===== src/rtl/bcc_pkg.sv =====
// Shared types, constants and register indexes for the button click classifier.
package bcc_pkg;

  localparam int NUM_BUTTONS_DEF = 12;
  localparam int PIN_W           = 12;
  localparam int CNT8_W          = 8;
  localparam int CFG_IDX_W       = 3;
  localparam int CFG_DATA_W      = 12;
  localparam int ACT_W           = 4;
  localparam int IN_TDATA_W      = 16;
  localparam int OUT_TDATA_W     = 40;

  localparam logic [CNT8_W-1:0] SAT_MAX = 8'd255;

  localparam logic [CFG_IDX_W-1:0] REG_POLARITY = 3'd0;
  localparam logic [CFG_IDX_W-1:0] REG_WINDOW   = 3'd1;
  localparam logic [CFG_IDX_W-1:0] REG_SHORT    = 3'd2;
  localparam logic [CFG_IDX_W-1:0] REG_LONG     = 3'd3;
  localparam logic [CFG_IDX_W-1:0] REG_ACTIVE   = 3'd4;

  localparam logic [CNT8_W-1:0] WINDOW_RST = 8'd20;
  localparam logic [CNT8_W-1:0] SHORT_RST  = 8'd3;
  localparam logic [CNT8_W-1:0] LONG_RST   = 8'd100;
  localparam logic [ACT_W-1:0]  ACTIVE_RST = 4'd12;

  typedef struct packed {
    logic [CNT8_W-1:0] since;
    logic [CNT8_W-1:0] press;
  } bcc_state_t;

  localparam int STATE_W = $bits(bcc_state_t);

  localparam bcc_state_t STATE_RST = '{since: SAT_MAX, press: 8'd0};

  typedef struct packed {
    logic [CNT8_W-1:0] window;
    logic [CNT8_W-1:0] short_ticks;
    logic [CNT8_W-1:0] long_ticks;
  } bcc_cfg_t;

  typedef struct packed {
    logic sclick;
    logic lclick;
    logic dclick;
  } bcc_event_t;

endpackage


===== src/rtl/bcc_ram.sv =====
// Generic single-port-write, registered-read RAM.
module bcc_ram #(
  parameter int WIDTH = 16,
  parameter int DEPTH = 12,
  localparam int ADDR_W = (DEPTH > 1) ? $clog2(DEPTH) : 1
) (
  input  logic              clk,
  input  logic              wr_en,
  input  logic [ADDR_W-1:0] wr_addr,
  input  logic [WIDTH-1:0]  wr_data,
  input  logic              rd_en,
  input  logic [ADDR_W-1:0] rd_addr,
  output logic [WIDTH-1:0]  rd_data
);

  logic [WIDTH-1:0] mem [DEPTH];

  always_ff @(posedge clk) begin
    if (wr_en) begin
      mem[wr_addr] <= wr_data;
    end
    if (rd_en) begin
      rd_data <= mem[rd_addr];
    end
  end

endmodule


===== src/rtl/bcc_update.sv =====
// Per-button counter update and click classification.
module bcc_update
  import bcc_pkg::*;
(
  input  bcc_state_t state_in,
  input  logic       active,
  input  bcc_cfg_t   cfg,
  output bcc_state_t state_out,
  output bcc_event_t evt
);

  logic [CNT8_W-1:0] press;
  logic [CNT8_W-1:0] since;
  logic              is_short;
  logic              is_long;

  always_comb begin
    if (!active) begin
      press = '0;
    end else if (state_in.press == SAT_MAX) begin
      press = SAT_MAX;
    end else begin
      press = state_in.press + 8'd1;
    end
    since = (state_in.since == SAT_MAX) ? SAT_MAX : state_in.since + 8'd1;

    is_long  = (press == cfg.long_ticks);
    is_short = (press == cfg.short_ticks) && !is_long;

    evt.lclick = is_long;
    evt.dclick = is_short && (since <= cfg.window);
    evt.sclick = is_short && (since > cfg.window);

    state_out.press = press;
    state_out.since = evt.sclick ? '0 : since;
  end

endmodule


===== src/rtl/button_click_classifier_unit.sv =====
// Top level of the button click classifier: sequencer, state RAM and result register.
//
//  channel | handshake                  | payload
//  --------+----------------------------+--------------------------------------------
//  in      | s_tvalid / s_tready        | s_tdata[11:0] pin_levels
//  out     | m_tvalid / m_tready        | m_tdata short[11:0] long[23:12] double[35:24]
//  cfg     | cfg_valid / cfg_ready      | cfg_index, cfg_data
//
// One button per cycle through the state RAM unless the pipeline stalls; the next word
// enters while the last button of the previous one is read.
// A word with no active buttons is taken without issuing any RAM reads and gives no result.
// Reset returns config registers to defaults, clears the valid flags and marks every RAM entry unwritten; no sweep.
// A finished result waits in the output register; the pipeline stalls only when a
// further result is ready while that register is still full.
module button_click_classifier_unit
  import bcc_pkg::*;
#(
  parameter int NUM_BUTTONS = NUM_BUTTONS_DEF
) (
  input  logic                   clk,
  input  logic                   rst,
  input  logic                   s_tvalid,
  output logic                   s_tready,
  input  logic [IN_TDATA_W-1:0]  s_tdata,   // [11:0] pin_levels
  output logic                   m_tvalid,
  input  logic                   m_tready,
  output logic [OUT_TDATA_W-1:0] m_tdata,   // [11:0] short, [23:12] long, [35:24] double
  input  logic                   cfg_valid,
  output logic                   cfg_ready,
  input  logic [CFG_IDX_W-1:0]   cfg_index,
  input  logic [CFG_DATA_W-1:0]  cfg_data
);

  localparam int IDX_W = (NUM_BUTTONS > 1) ? $clog2(NUM_BUTTONS) : 1;
  localparam int CNT_W = $clog2(NUM_BUTTONS + 1);

  // configuration
  logic [PIN_W-1:0] polarity;
  bcc_cfg_t         cfg;
  logic [ACT_W-1:0] act_buttons;

  assign cfg_ready = 1'b1;

  always_ff @(posedge clk) begin
    if (rst) begin
      polarity        <= '0;
      cfg.window      <= WINDOW_RST;
      cfg.short_ticks <= SHORT_RST;
      cfg.long_ticks  <= LONG_RST;
      act_buttons     <= ACTIVE_RST;
    end else if (cfg_valid && cfg_ready) begin
      case (cfg_index)
        REG_POLARITY: polarity        <= cfg_data[PIN_W-1:0];
        REG_WINDOW:   cfg.window      <= cfg_data[CNT8_W-1:0];
        REG_SHORT:    cfg.short_ticks <= cfg_data[CNT8_W-1:0];
        REG_LONG:     cfg.long_ticks  <= cfg_data[CNT8_W-1:0];
        REG_ACTIVE:   act_buttons     <= cfg_data[ACT_W-1:0];
        default: ;
      endcase
    end
  end

  // issue stage
  logic             busy;
  logic [IDX_W-1:0] k;
  logic [CNT_W-1:0] n;
  logic [PIN_W-1:0] levels;
  logic             last_issue;
  logic             stall;
  logic             s_acc;
  logic [4:0]       act5;
  logic [CNT_W-1:0] n_new;
  logic [PIN_W-1:0] k_bit;

  assign act5       = {1'b0, act_buttons};
  assign n_new      = (act5 > 5'(NUM_BUTTONS)) ? CNT_W'(NUM_BUTTONS) : CNT_W'(act5);
  assign last_issue = busy && (CNT_W'(CNT_W'(k) + 1'b1) == n);
  assign s_tready   = !stall && (!busy || last_issue);
  assign s_acc      = s_tvalid && s_tready;
  assign k_bit      = PIN_W'(1) << k;

  always_ff @(posedge clk) begin
    if (rst) begin
      busy <= 1'b0;
    end else if (s_acc) begin
      busy <= (n_new != '0);
    end else if (last_issue && !stall) begin
      busy <= 1'b0;
    end
  end

  always_ff @(posedge clk) begin
    if (s_acc) begin
      k      <= '0;
      n      <= n_new;
      levels <= s_tdata[PIN_W-1:0];
    end else if (busy && !stall) begin
      k <= k + 1'b1;
    end
  end

  // state RAM with forwarding of a same-cycle write
  logic             rd_en;
  logic             wr_en;
  logic [IDX_W-1:0] wr_addr;
  bcc_state_t       wr_data;
  logic [STATE_W-1:0] rd_data;
  logic             fwd_hit;
  bcc_state_t       fwd_data;
  logic [NUM_BUTTONS-1:0] written;

  assign rd_en = busy && !stall;

  bcc_ram #(
    .WIDTH (STATE_W),
    .DEPTH (NUM_BUTTONS)
  ) u_state_ram (
    .clk     (clk),
    .wr_en   (wr_en),
    .wr_addr (wr_addr),
    .wr_data (wr_data),
    .rd_en   (rd_en),
    .rd_addr (k),
    .rd_data (rd_data)
  );

  // compute stage
  logic             c_valid;
  logic [IDX_W-1:0] c_idx;
  logic             c_first;
  logic             c_last;
  logic             c_active;
  logic [PIN_W-1:0] c_bit;
  bcc_state_t       cur;
  bcc_event_t       evt;
  logic [PIN_W-1:0] acc_s, acc_l, acc_d;
  logic [PIN_W-1:0] res_s, res_l, res_d;
  logic             res_nz;

  always_ff @(posedge clk) begin
    if (rst) begin
      c_valid <= 1'b0;
    end else if (!stall) begin
      c_valid <= rd_en;
    end
  end

  always_ff @(posedge clk) begin
    if (!stall) begin
      c_idx    <= k;
      c_first  <= (k == '0);
      c_last   <= last_issue;
      c_active <= ((levels & k_bit) != '0) == ((polarity & k_bit) != '0);
      c_bit    <= k_bit;
      fwd_hit  <= rd_en && wr_en && (wr_addr == k);
      fwd_data <= wr_data;
    end
  end

  always_comb begin
    if (fwd_hit) begin
      cur = fwd_data;
    end else if (written[c_idx]) begin
      cur = bcc_state_t'(rd_data);
    end else begin
      cur = STATE_RST;
    end
  end

  bcc_update u_update (
    .state_in  (cur),
    .active    (c_active),
    .cfg       (cfg),
    .state_out (wr_data),
    .evt       (evt)
  );

  assign wr_en   = c_valid && !stall;
  assign wr_addr = c_idx;

  always_ff @(posedge clk) begin
    if (rst) begin
      written <= '0;
    end else if (wr_en) begin
      written[wr_addr] <= 1'b1;
    end
  end

  assign res_s  = (c_first ? '0 : acc_s) | (evt.sclick ? c_bit : '0);
  assign res_l  = (c_first ? '0 : acc_l) | (evt.lclick ? c_bit : '0);
  assign res_d  = (c_first ? '0 : acc_d) | (evt.dclick ? c_bit : '0);
  assign res_nz = (res_s | res_l | res_d) != '0;
  assign stall  = c_valid && c_last && res_nz && m_tvalid && !m_tready;

  always_ff @(posedge clk) begin
    if (wr_en) begin
      acc_s <= res_s;
      acc_l <= res_l;
      acc_d <= res_d;
    end
  end

  // result register
  logic             load;
  logic [PIN_W-1:0] out_s, out_l, out_d;

  assign load = wr_en && c_last && res_nz;

  always_ff @(posedge clk) begin
    if (rst) begin
      m_tvalid <= 1'b0;
    end else if (load) begin
      m_tvalid <= 1'b1;
    end else if (m_tready) begin
      m_tvalid <= 1'b0;
    end
  end

  always_ff @(posedge clk) begin
    if (load) begin
      out_s <= res_s;
      out_l <= res_l;
      out_d <= res_d;
    end
  end

  assign m_tdata = {4'b0, out_d, out_l, out_s};

  // checks
  a_issue_in_range: assert property (@(posedge clk) disable iff (rst)
    busy |-> (CNT_W'(k) < n))
    else $error("issue index beyond button count");

  a_result_nonzero: assert property (@(posedge clk) disable iff (rst)
    m_tvalid |-> (m_tdata[3*PIN_W-1:0] != '0))
    else $error("empty result presented");

  a_no_accept_in_stall: assert property (@(posedge clk) disable iff (rst)
    stall |-> !s_tready && !wr_en)
    else $error("pipeline moved during stall");

  a_load_needs_room: assert property (@(posedge clk) disable iff (rst)
    (m_tvalid && !m_tready) |=> !$past(load) || !$past(m_tvalid))
    else $error("result overwritten while waiting");

endmodule

===== config.mk =====
export PLATFORM = sky130hd
export DESIGN_NAME = button_click_classifier_unit
export DESIGN_NICKNAME = d
export VERILOG_FILES = /design/src/rtl/bcc_pkg.sv /design/src/rtl/bcc_ram.sv /design/src/rtl/bcc_update.sv /design/src/rtl/button_click_classifier_unit.sv
export SDC_FILE = /design/constraint.sdc
export NUM_CORES = 1
export LEC_CHECK = 0
export BUFFER_PORTS_ARGS = -buffer_cell sky130_fd_sc_hd__buf_2
export CORE_ASPECT_RATIO = 0.75
export CORE_MARGIN = 4
export CORE_UTILIZATION = 61
export CTS_CLUSTER_DIAMETER = 200
export DETAILED_ROUTE_END_ITERATION = 10
export PLACE_DENSITY_LB_ADDON = 0.3
export SLEW_MARGIN = 20
export SYNTH_ARGS = -nofsm -noshare
export SYNTH_HDL_FRONTEND = slang
export SYNTH_SLANG_ARGS = --single-unit

===== constraint.sdc =====
create_clock -name clk -period 8.1 [get_ports clk]
set_input_delay 1.62 -clock clk [delete_from_list [all_inputs] [get_ports clk]]
set_output_delay 1.62 -clock clk [all_outputs]
set_load 0.005 [all_outputs]

==> results of run 1 <==
power breakdown:
group / internal [mW] / total (mW) / switching [mW]
combinational: 0.398 / 1.10 / 0.700
clock: 0.937 / 1.64 / 0.705
sequential: 2.54 / 2.66 / 0.117
total: 3.88 / 5.40 / 1.52
metal layers:
metal / share of wire / vias up / track usage / wire [um]
met5: 0 / - / 0 / 0
met2: 0.46 / 494 / 0.375 / 16800
met3: 0.088 / 49 / 0.0431 / 3230
li1: - / 4579 / - / -
met4: 0.015 / 0 / 0.0540 / 553
met1: 0.44 / 5085 / 0.387 / 16100
worst max-delay path, delay by kind of cell, from the launching register on:
kind	cells	cell delay, ns
buffers and inverters	2	0.33
and+or+nand+nor	7	1.63
DFF	1	0.54
AOI/OAI and AO/OA	8	2.86
adders and majority gates	1	0.24
flip-flops by register name, summed over array words and instances, names as in the netlist, 4 cells and up:
| register | flops |
|---|---|
| n | 4 |
| written | 12 |
| fwd_data | 16 |
| u_state_ram.rd_data | 16 |
| acc_l | 12 |
| out_l | 12 |
| u_state_ram.mem | 192 |
| levels | 12 |
| k | 4 |
| acc_d | 12 |
| out_s | 12 |
| acc_s | 12 |
| cfg | 24 |
| act_buttons | 4 |
| c_idx | 4 |
| out_d | 12 |
| polarity | 12 |
| c_bit | 12 |
through the flow:
| step | std cells | power (mW) | setup WS [ns] | utilization |
|---|---|---|---|---|
| 2_1_floorplan | 1137 | 3.45 | 0.898 | - |
| 3_3_place_gp | 1511 | 3.73 | 1.15 | 0.659 |
| 3_5_place_dp | 1511 | 3.78 | 1.13 | 0.659 |
| 4_1_cts | 1578 | 5.40 | 0.522 | 0.702 |
| 5_1_grt | 1578 | 5.63 | 0.00343 | 0.702 |
| 6_report | 1578 | 5.40 | 0.372 | 0.702 |
kinds of logic (layout without fill, tap and decap cells):
group,after synthesis,in the layout,share of synthesized area
multiplexers,92,92,0.0926
XOR/XNOR,14,14,0.00739
flip-flops,391,391,0.672
buffers and inverters,95,192,0.0242
AND/OR/NAND/NOR,296,296,0.0886
AO/OA/AOI/OAI,228,228,0.103
adder cells (fa/ha/maj),16,16,0.0121
other,2,5,0.000452
placed cells by master, fill, tap and decap left out, types with 16 or more instances in the layout:
master / n
buf_2: 69
inv_1: 28
dfxtp_1: 57
o21ai_0: 30
nor2_1: 49
buf_4: 25
and2_1: 21
clkbuf_16: 39
a22o_1: 42
mux4_2: 49
mux2i_1: 40
ha_1: 16
nor4_1: 19
a21oi_1: 47
edfxtp_1: 332
nand2_1: 102
worst paths after layout:
kind | startpoint | to | slack (ns) | cells after the start
worst max-delay path | c_idx[0] | s_tready | 0.37 | 18
worst min-delay path | polarity[4] | polarity[4] | 0.46 | 2
worst max register to register | c_idx[0] | acc_s[0] | 1.50 | 18
worst min register to register | polarity[4] | polarity[4] | 0.46 | 2
cell type report:
class                   instances  share of cell area
inverters                      31             0.00629
well taps                     344              0.0233
multi-input cells             651               0.277
flip-flops and latches        391               0.603
clock inverters                13             0.00494
clock buffers                  54              0.0569
repair buffers                 94              0.0288
==> impl_metrics.tcl, run 1 <==
set metrics [dict create \
    grt_overflow 0 \
    synth-async-reset-ratio 0 \
    portBuffers 69 \
    dieWidth_um 198 \
    path_cells "nor2b_1 -> a211o_1 -> o31ai_1 -> a22o_1 -> ha_1 -> nand3_1 -> or4_1 -> a21oi_1 -> o2111a_1 -> a21oi_1 -> a2111oi_0 -> nand3_1 -> and4b_1 -> buf_4 -> o211ai_2 -> nand2_2 -> and2_1 -> buf_2" \
    grt_pass1_wl_mm 56.9 \
    placed_area_mm2 0.0174 \
    cts_tree "built" \
    numCtsBuffers 37 \
    grt_pass1_vias 10009 \
    yosysSeqAreaShare 0.672 \
    status "finished clean" \
    regArea_mm2 0.0112 \
    cp-end-kind "output port" \
    rows 51 \
    required_ns 6.48 \
    syn-cell-area_mm2 0.0166 \
    via_per_inst 6.47 \
    grt_max_degree 56 \
    synth_edf_count 332 \
    setup_violations 0 \
    grt.total_usage 0.248 \
    die_area_mm2 0.0299 \
    drcViolationCount 0 \
    final.setup.tns_ns 0 \
    n_antenna_cell 0 \
    floorplan.initialDensity 0.630 \
    yosys_warnings 0 \
    synthCells 1134 \
    area_growth_pct 11.5 \
    final.min_clock_period_ns 7.73 \
    cts_max_level 2 \
    timing.hold.ws_ns 0.460 \
    core_mm2 0.0264 \
    maxCapViolCount 0 \
    antenna_found_initial 0 \
    yosys.area.top_type_share 0.601 \
    wire_per_inst_um 23.3 \
    routed_wl_mm 36.7 \
    peakVddDrop_mv 0.165 \
    cts_hold_buf 0 \
    die_height_um 151 \
    cts_sinks 391 \
    vias 10207 \
    synth_top_area_cell "edfxtp_1" \
    synthFlopType "edfxtp_1" \
    clkSlewWorstSetupHoldPaths_ns 0.07 \
    rsz0062_at_grt "no" \
    slowest_delay_ns 0.63 \
    hold_viol_final 0 \
    p_leak_nw 6.36 \
    yosysMostFrequentCell "edfxtp_1" \
    slew_headroom 0.272 \
    cts_resized 0 \
    cts_buffer_depth 3 \
    drt_iter0_drc 1266 \
    fillerInstances 1723 \
    worst_clock_skew_ns 0.0175 \
    postCtsSetupRepairBufs 0 \
    hpwl_mm 23.5 \
    yosys.cell_types.count 72 \
    ant_nets 0 \
    powerDensity_mw_per_mm2 292 \
    max_clock_freq_mhz 129 \
    cp_slowest_cell "o31ai_1" \
    tightest_slew_ns 1.09 \
    multi_input_area_mm2 0.00512 \
    first_pass_iters 5 \
    critPathArrivalTime_ns 6.11 \
    boundaryPins 79 \
    insertion_delay_ns 0.53 \
    place.gp.congestion 0.948 \
    critPathMaxFanout 15 \
    slew_viol_final 0 \
    fin_nets 1258 \
    synthTopCellsByCount "edfxtp_1 (332), nand2_1 (103), dfxtp_1 (59), mux4_2 (49), nor2_1 (49)" \
    synthTopCellsByArea "edfxtp_1 (60%), dfxtp_1 (7.1%), mux4_2 (6.6%), mux2i_1 (2.4%), nand2_1 (2.3%)" \
    critical_path_class "register to output port" \
    synth-seq-cells 391 \
    finalInstanceArea_mm2 0.0185 \
    hold_class "register to register" \
    cp-start-kind "register" \
    ctsRootBufferMaster "clkbuf_16" \
    fin_crit_sh 0.954 \
    avgSynthCellArea_um2 14.6 \
    drive_above_1_share 0.188 \
]
Power figures use the tool's default switching activity.
==> run 2: changes to the inputs <==
CELL_PAD_IN_SITES_DETAIL_PLACEMENT = 1   (was not set)
CELL_PAD_IN_SITES_GLOBAL_PLACEMENT = 1   (was not set)
CORE_UTILIZATION = 52   (was 61)
==> impl_metrics.tcl, run 2 (synthesis gave the netlist of run 1 again) <==
set metrics [dict create \
    grt_pass1_wl_mm 66.6 \
    final_cell_mix "edfxtp_1 (332), nand2_1 (102), buf_2 (69)" \
    finalInstanceArea_mm2 0.0186 \
    grt_overflow 0 \
    powerDensity_mw_per_mm2 296 \
    crit_start "c_idx[0]" \
    critPathMaxFanout 14 \
    p_seq_frac 0.485 \
    critical_path_class "register to output port" \
    maxCapViolCount 0 \
    first_pass_iters 5 \
    ctsRootBufferMaster "clkbuf_16" \
    cts_hold_buf 0 \
    required_ns 6.48 \
    drive_above_1_share 0.191 \
    slew_viol_final 0 \
    timing.hold.ws_ns 0.453 \
    placed_area_mm2 0.0174 \
    p_leak_nw 6.36 \
    core_mm2 0.0314 \
    routed_wl_mm 43.5 \
    rsz0062_at_grt "no" \
    tightest_slew_ns 1.04 \
    reg_top3 "u_state_ram.mem: 192 flops, cfg: 24 flops" \
    grt.total_usage 0.250 \
    max_clock_freq_mhz 128 \
    top_register "u_state_ram.mem" \
    hold_end "written[8]" \
    cp-end-kind "output port" \
    vias 10436 \
    ant_nets 0 \
    worst_clock_skew_ns 0.0185 \
    power_frac_clock 0.308 \
    peakVddDrop_mv 0.164 \
    cts_tree "built" \
    layout_commonest_cell "edfxtp_1" \
    area_growth_pct 12.2 \
    slew_headroom 0.307 \
    numCtsBuffers 39 \
    wire_per_inst_um 26.5 \
    critPathArrivalTime_ns 6.17 \
    place.gp.congestion 0.900 \
    hpwl_mm 28.4 \
    hold_viol_final 0 \
    r2r_cells 18 \
    finalPower_mw 5.52 \
    die_area_mm2 0.0349 \
    rows 56 \
    largest_reg_flops 192 \
    cts_max_level 2 \
    die_height_um 163 \
    boundaryPins 79 \
    setup_violations 0 \
    cts_resized 0 \
    postCtsSetupRepairBufs 0 \
    timing.rr.start "c_idx[0]" \
    hold_class "register to register" \
    switchingPower_mw 1.64 \
    final.min_clock_period_ns 7.79 \
    reg2reg_setup_slack_ns 1.21 \
    drt_iter0_drc 1172 \
    r2r-end "acc_l[2]" \
    clkSlewWorstSetupHoldPaths_ns 0.06 \
    cp-start-kind "register" \
    grt_pass1_vias 11008 \
    status "finished clean" \
    pwr-share-comb 0.207 \
    swShare 0.296 \
    fin_nets 1260 \
    post-route-util 0.593 \
    min_from "written[8]" \
    fin_crit_sh 0.962 \
    cts_buffer_depth 3 \
    floorplan.initialDensity 0.529 \
    dieWidth_um 214 \
    drcViolationCount 0 \
    via_per_inst 6.34 \
    power.internal_mw 3.88 \
    final.setup.tns_ns 0 \
    min_path_cells 2 \
    portBuffers 69 \
    grt_max_degree 53 \
    cts_sinks 391 \
    insertion_delay_ns 0.55 \
    antenna_found_initial 1 \
]
[run 2: cell count changes in the layout (fill, tap and decap cells not counted)]
| cell | change |
|---|---|
| clkinvlp_4 | +4 |
| inv_6 | +2 |
| a31oi_1 | -1 |
| a31oi_2 | +1 |
| clkbuf_1 | -1 |
| clkbuf_8 | -1 |
| clkinv_1 | +1 |
| clkinv_4 | -1 |
| diode_2 | +1 |
[run 2: area by class of cell]
type,count,area (um^2)
fill,3020,12800
sequential,391,11200
multi-input combinational,651,5130
clock buffer,52,1030
timing repair buffer,94,533
tap,406,508
clock inverter,19,134
inverter,31,116
antenna,1,2.50
[run 2: metal layers]
layer  vias up  wire length, um  share of wire  GRT usage
met5         -                0              0          0
met4         0              537          0.012     0.0513
met3        48             3410          0.078     0.0392
met2       406            20700           0.47      0.402
met1      5388            18900           0.43      0.370
li1       4594                -              -          -
[run 2: worst max-delay path, cell delays in order (launching register included)]
cell,delay (ns)
edfxtp_1,0.55
nor2b_1,0.23
a211o_1,0.40
o31ai_1,0.65
a22o_1,0.23
ha_1,0.26
nand3_1,0.20
or4_1,0.56
a21oi_1,0.18
o2111a_1,0.54
a21oi_1,0.13
a2111oi_0,0.43
nand3_1,0.23
and4b_1,0.26
o211ai_2,0.40
nand2_2,0.08
and2_1,0.15
buf_2,0.12
[run 2: worst max path at each step]
stage / end
floorplan: out_d[0]
global placement: s_tready
detailed placement: s_tready
CTS: s_tready
global route: s_tready
finish: s_tready
[run 2: metrics by stage]
stage,worst slack [ns],cells
2_1_floorplan,0.898,1137
3_3_place_gp,1.24,1573
3_5_place_dp,1.01,1573
4_1_cts,0.410,1644
5_1_grt,0.0205,1645
6_report,0.310,1645
[run 2: power groups by stage]
stage                     registers (mW)  logic (mW)  clock network [mW]
after global routing                2.69        1.25                1.83
after floorplan                     2.63       0.819                   0
after detailed placement            2.71        1.13                   0
final                               2.68        1.14                1.70
after global placement              2.70        1.06                   0
after CTS                           2.67        1.14                1.73
